[src/sv/mefs_pkg.sv]
// shared types and constants for the momentum exchange force sum unit
package mefs_pkg;

    localparam int FIELD_W     = 24;
    localparam int CFG_W       = 11;
    localparam int SCALE_W     = 32;
    localparam int CFG_ADDR_W  = 2;
    localparam int SUM_W       = 48;
    localparam int CONTRIB_W   = 36;
    localparam int IN_TDATA_W  = 200;
    localparam int OUT_TDATA_W = 200;

    localparam logic signed [SUM_W-1:0] SUM_MAX = {1'b0, {(SUM_W-1){1'b1}}};
    localparam logic signed [SUM_W-1:0] SUM_MIN = {1'b1, {(SUM_W-1){1'b0}}};

    typedef enum logic [CFG_ADDR_W-1:0] {
        REG_GRID_WIDTH  = 2'd0,
        REG_GRID_HEIGHT = 2'd1,
        REG_COEF_SCALE  = 2'd2
    } cfg_reg_t;

    // doubled net contribution of one settled cell
    typedef struct packed {
        logic                        valid;
        logic                        last;
        logic signed [CONTRIB_W-1:0] dx2;
        logic signed [CONTRIB_W-1:0] dy2;
    } settle_req_t;

    // frame totals handed to the coefficient unit
    typedef struct packed {
        logic                    valid;
        logic signed [SUM_W-1:0] drag;
        logic signed [SUM_W-1:0] lift;
        logic                    clip;
    } frame_sum_t;

endpackage

[src/sv/mefs_acc.sv]
// saturating drag and lift accumulators with end-of-frame handoff
module mefs_acc
    import mefs_pkg::*;
(
    input  logic        clk,
    input  logic        rst_n,
    input  logic        restart,
    input  settle_req_t req,
    output frame_sum_t  sum
);

    logic signed [SUM_W-1:0] drag_reg;
    logic signed [SUM_W-1:0] lift_reg;
    logic                    clip_reg;
    logic signed [SUM_W:0]   drag_wide;
    logic signed [SUM_W:0]   lift_wide;
    logic signed [SUM_W-1:0] drag_next;
    logic signed [SUM_W-1:0] lift_next;
    logic                    clip_next;
    frame_sum_t              sum_reg;

    always_comb
    begin
        drag_wide = {drag_reg[SUM_W-1], drag_reg} + (SUM_W+1)'($signed(req.dx2));
        lift_wide = {lift_reg[SUM_W-1], lift_reg} + (SUM_W+1)'($signed(req.dy2));
        drag_next = drag_reg;
        lift_next = lift_reg;
        clip_next = clip_reg;
        if (req.valid)
        begin
            if (drag_wide[SUM_W] != drag_wide[SUM_W-1])
            begin
                drag_next = drag_wide[SUM_W] ? SUM_MIN : SUM_MAX;
                clip_next = 1'b1;
            end
            else
                drag_next = drag_wide[SUM_W-1:0];
            if (lift_wide[SUM_W] != lift_wide[SUM_W-1])
            begin
                lift_next = lift_wide[SUM_W] ? SUM_MIN : SUM_MAX;
                clip_next = 1'b1;
            end
            else
                lift_next = lift_wide[SUM_W-1:0];
        end
    end

    always_ff @(posedge clk or negedge rst_n)
    begin
        if (!rst_n)
        begin
            drag_reg <= '0;
            lift_reg <= '0;
            clip_reg <= 1'b0;
            sum_reg  <= '0;
        end
        else if (restart)
        begin
            drag_reg      <= '0;
            lift_reg      <= '0;
            clip_reg      <= 1'b0;
            sum_reg.valid <= 1'b0;
        end
        else
        begin
            sum_reg.valid <= req.last;
            if (req.last)
            begin
                sum_reg.drag <= drag_next;
                sum_reg.lift <= lift_next;
                sum_reg.clip <= clip_next;
                drag_reg     <= '0;
                lift_reg     <= '0;
                clip_reg     <= 1'b0;
            end
            else
            begin
                drag_reg <= drag_next;
                lift_reg <= lift_next;
                clip_reg <= clip_next;
            end
        end
    end

    assign sum = sum_reg;

    a_cleared: assert property (@(posedge clk) disable iff (!rst_n)
        sum_reg.valid |-> drag_reg == '0 && lift_reg == '0 && !clip_reg)
        else $error("accumulators not cleared at frame end");

endmodule

[config.mk]
export PLATFORM = sky130hd
export DESIGN_NAME = mefs_acc
export DESIGN_NICKNAME = d
export VERILOG_FILES = /design/src/sv/mefs_pkg.sv /design/src/sv/mefs_acc.sv
export SDC_FILE = /design/constraint.sdc
export NUM_CORES = 1
export LEC_CHECK = 0
export ABC_CLOCK_PERIOD_IN_PS = 6900
export BUFFER_PORTS_ARGS = -buffer_cell sky130_fd_sc_hd__buf_2
export CORE_MARGIN = 5
export CORE_UTILIZATION = 40
export DETAILED_ROUTE_END_ITERATION = 12
export PLACE_DENSITY = 0.67
export SETUP_SLACK_MARGIN = 0.15
export SYNTH_ARGS = -nofsm -noshare
export SYNTH_HDL_FRONTEND = slang
export SYNTH_SLANG_ARGS = --single-unit
[constraint.sdc]
create_clock -name clk -period 6.9 [get_ports clk]
set_input_delay 0.345 -clock clk [delete_from_list [all_inputs] [get_ports clk]]
set_output_delay 0.345 -clock clk [all_outputs]
set_load 0.005 [all_outputs]
After elaboration in Yosys (flattened, before gate mapping)
Index checks and enable logic that the tools add are counted.

cells by class
  add/subtract/negate cells = 2
  equality and inequality tests = 2
  muxes and demuxes = 16
  bitwise logic cells = 1
  reductions and logical operators = 1

operators by type and width
  operator          count
  $mux 48           10
  $add 48x36->49    2
  $mux 1            6
  $ne 1x1->1        2
  $reduce_and 2->1  1
  $not 1->1         1

storage, ports and cells
  register bits = 195
  input bits = 77
  output and inout bits = 98
  word-level logic and storage cells = 29

Longest topological paths before layout
  word-level depth = 7
  gate-level depth with buffers = 14
  gate-level depth less buffers = 12

Worst setup path after synthesis
No wires, ideal clock.

  path type = register to register
  start = reg drag_reg[0]
  end = reg sum_reg (netlist bit sum[50])
  setup time = 0.130 ns
  data arrival time = 3.239 ns
  required time = 6.770 ns
  setup slack = 3.531 ns
  stages on the path, launching flop included = 14
  path buffers = 1
  clock period less this slack = 3.369 ns
  cell sequence = dfrtp_1 ha_1 fa_1 a211oi_1 o21ai_1 o21a_1 a2111o_1 a21oi_1 o221a_2 a21oi_2 buf_2 maj3_1 mux2i_1 o21ai_0

between the ends
  longest elaborated chain between the ends = 4
  elaborated cells between the ends (all ways) = 5
  classes of those cells = 1 x add/sub; 1 x eq/ne; 3 x mux

RTL lines
  element                                RTL line                        text
  from (decl)                            mefs_acc.sv:12                  logic signed [SUM_W-1:0] drag_reg;
  from (signal assigned)                 mefs_acc.sv:78                  drag_reg <= drag_next;
  $add 48x36->49 (*)                     mefs_acc.sv:24                  drag_wide = {drag_reg[SUM_W-1], drag_reg} + (SUM_W+1)'($signed(req.dx2));
  $mux 48 or $ne 1x1->1 (tied branches)  mefs_acc.sv:33, mefs_acc.sv:31
  $mux 48 (*)                            mefs_acc.sv:31                  if (drag_wide[SUM_W] != drag_wide[SUM_W-1])
  $mux 48 (*)                            mefs_acc.sv:29                  if (req.valid)
  to (decl)                              mefs_acc.sv:20                  frame_sum_t sum_reg;

Mark *: on every way between the ends. The rest lies on a longest branch, timed or not.
A chain may end at the register's enable or synchronous reset.

Worst setup path in the final report
  start = reg lift_reg[0]
  end = reg lift_reg[16]

between the ends
  longest elaborated chain between the ends = 6
  elaborated cells between the ends (all ways) = 7
  classes of those cells = 1 x add/sub; 1 x eq/ne; 5 x mux

RTL lines
  element                                RTL line                        text
  from (decl)                            mefs_acc.sv:13                  logic signed [SUM_W-1:0] lift_reg;
  from (signal assigned)                 mefs_acc.sv:79                  lift_reg <= lift_next;
  $add 48x36->49 (*)                     mefs_acc.sv:25                  lift_wide = {lift_reg[SUM_W-1], lift_reg} + (SUM_W+1)'($signed(req.dy2));
  $mux 48 or $ne 1x1->1 (tied branches)  mefs_acc.sv:40, mefs_acc.sv:38
  $mux 48 (*)                            mefs_acc.sv:38                  if (lift_wide[SUM_W] != lift_wide[SUM_W-1])
  $mux 48 (*)                            mefs_acc.sv:29
  $mux 48 (*)                            mefs_acc.sv:67                  if (req.last)
  $mux 48 (*)                            mefs_acc.sv:57                  else if (restart)

Marked as above.

==> reports/results.txt <==
CP Class: flip-flop to flip-flop
global-route wire length before repair: 65.3 mm
All-Layer GR Usage: 20.7%
clock insertion delay at the later pin of the skew report: 460 ps
Setup violations, final: 0
IO Pins: 175
max reg flops: 98
Avg Cell Area, Syn: 8.46 sq um
Async SR Flop Fraction: 100%
Clock Sinks: 195
Max Fclk: 0.215 GHz
FF+latch count, synth: 195
Slew Viols, Final: 0
layout cell share with drive strength beyond 1: 14.3%
slack of the worst reg-to-reg path: 2250 ps
drt drc: 0
setup TNS: 0 ps
Post-Route WL: 40.6 mm
Leak: 7.32 nW
initial core utilization: 40.3%
Final Skew: 11.9 ps
CP Capture Type: flip-flop
CP max stage delay: 640 ps
RSZ-0062 raised after global routing: no
DR iter-0 viols: 757
core area: 34,300 sq um
H-tree levels: 4
Pwr Density: 223 nW/um^2
Die H: 196 um
FF/Latch Area: 4880 sq um
post-synthesis cell area: 13,800 sq um
fill count: 3,373
vias in the first global route: 12,300
worst-path cell chain: ha_1, fa_1, nand3_1, a21oi_1, o21ai_1, a31oi_2, a31oi_2, o21ai_1, o41ai_4, buf_4, a21oi_4, nand2_1, o21ai_0
Die W: 196 um
fin crit period: 4650 ps
area of the multi-input gates: 8390 sq um
measured slew at the worst slew-check pin: 1200 ps
Util after Layout: 45.5%
setup ws final: 2250 ps
pin count of the biggest net entering global routing: 97
Critical Path Slowest Stage Cell: o41ai_4
CTS tree: done
post-placement setup slack: 2240 ps
root buf cell: clkbuf_16
Resize count post-CTS: 0
post-synth top area share: 35.3%
IO Port Bufs: 174
CTS clk-pin slew, worst paths: 80 ps
post-CTS setup buffers: 0
DRT antenna net count: 0
routability cong.: 0.910
post-DP HPWL: 29.5 mm
synthesis-to-finish area growth: 12.9%
Net Count, Synth: 1,809
Ys Warns: 0
synth top area cells: dfrtp_1 35%, ha_1 8.7%, a21oi_1 5.8%, o21ai_0 5.6%, nand2_1 4.9%
crit path buf inv count: 1
n_diodes: 0
Max transition margin: 19.8%
Synth cell types: 76
Worst Path Required: 7230 ps
placed cells: 2,172
status: complete, no violations
Mapped Cells: 1,634
global route hottest layer: met2
# rows: 68
most common cell in the netlist: dfrtp_1
largest fanout on the critical path: 29
VDD IR-drop max: 0.000185 V
Hold Path Class: primary input to flip-flop
Worst path top cell family by delay: compound AO/OA/AOI/OAI gates
via count: 12,500
M2 GR Usage: 34.0%
fin crit share: 67.3%
final hold slack: 364 ps
Synth top cells by count: 195 x dfrtp_1, 182 x nand2_1, 160 x a21oi_1
Seq/Total Area, Yosys: 35.3%
grt met3 use: 4.45%
total clock buffers created by CTS: 17
max-capacitance violation count: 0
met1 Usage GRT: 28.3%
grt ovf: 0
dominant synthesized flop cell: dfrtp_1
crit path DAT: 4970 ps
die area: 38,400 sq um
Wirelength per Cell: 18.4 um
Yosys top cell by area: dfrtp_1
initial antenna violation count: 0
DR pass1 iterations: 5
EDFF count, synth: 0
Max Root-Sink Buffers: 2
via density per instance: 5.67
fin nets: 1,912
Startpoint Class: flip-flop
Hold Fails Final Rpt: 0
non-filler cells, final: 2,205
==> through the flow <==
step	power, mW	cell area [sq um]
4_1_cts	3.51	15600
3_3_place_gp	2.37	15000
6_report	3.48	15600
3_5_place_dp	2.38	15000
2_1_floorplan	2.02	13800
5_1_grt	3.68	15600
==> kinds of logic after synthesis <==
| logic type | Yosys count | synth area share (%) |
|---|---|---|
| xor+xnor | 84 | 5.32 |
| flops | 195 | 35.3 |
| mux | 31 | 2.25 |
| buf+inv | 139 | 4.16 |
| compound gates | 595 | 26.9 |
| simple gates | 461 | 14.8 |
| fa+ha+maj | 129 | 11.2 |
==> path summary, 6_finish.rpt <==
kind	from	endpoint	depth (start not counted)
min	restart	drag_reg[42]	5
max	lift_reg[0]	lift_reg[16]	13
min reg2reg	sum[27]	sum[27]	2
min in group asynchronous	rst_n	sum[10]	2
max reg2reg	lift_reg[0]	lift_reg[16]	13
max in group asynchronous	rst_n	sum[2]	3
==> worst min-delay path: stages <==
cell	delay, ps
buf_2	100
nor2_1	40
buf_4	180
o21ai_0	80
a21oi_1	40
==> per-layer routing <==
metal	vias up	share of wire, %
li1	6149	-
met3	37	7.0
met2	377	46
met4	0	1.5
met5	-	0
met1	5929	45
==> power breakdown <==
part / switching [mW] / internal (mW) / leakage, nW / total [mW]
combinational: 0.613 / 0.398 / 4.44 / 1.01
sequential: 0.0807 / 1.27 / 2.58 / 1.35
clock: 0.498 / 0.622 / 0.304 / 1.12
==> timing repair <==
action | 4_1_cts | 5_1_grt
endpoints found under the setup margin | 0 | 0
endpoints found under the hold margin | 15 | 0
hold buffers | 1 | 0
==> layout by cell type (no fill, tap or decap), drive strengths merged, types with 18 or more instances in the layout <==
master	Yosys	layout
a211oi	23	23
a21o	49	49
a21oi	164	164
a22oi	20	20
a31oi	33	33
buf	31	186
clkbuf	73	19
dfrtp	195	195
ha	96	96
inv	35	39
maj3	31	31
mux2i	30	30
nand2	182	182
nand3	20	20
nand4	29	29
nor2	145	145
o211ai	18	18
o21a	18	18
o21ai	180	180
o21bai	21	21
o22ai	21	21
xnor2	58	58
xor2	26	26
==> cell type report <==
class                      instances  area share [%]
tap                              455            3.65
timing repair buffer             188            6.34
sequential                       195            31.3
inverter                          35           0.842
multi-input combinational       1300            53.8
clock inverter                    14            1.28
clock buffer                      18            2.81
(Power assumes the default switching activity.)
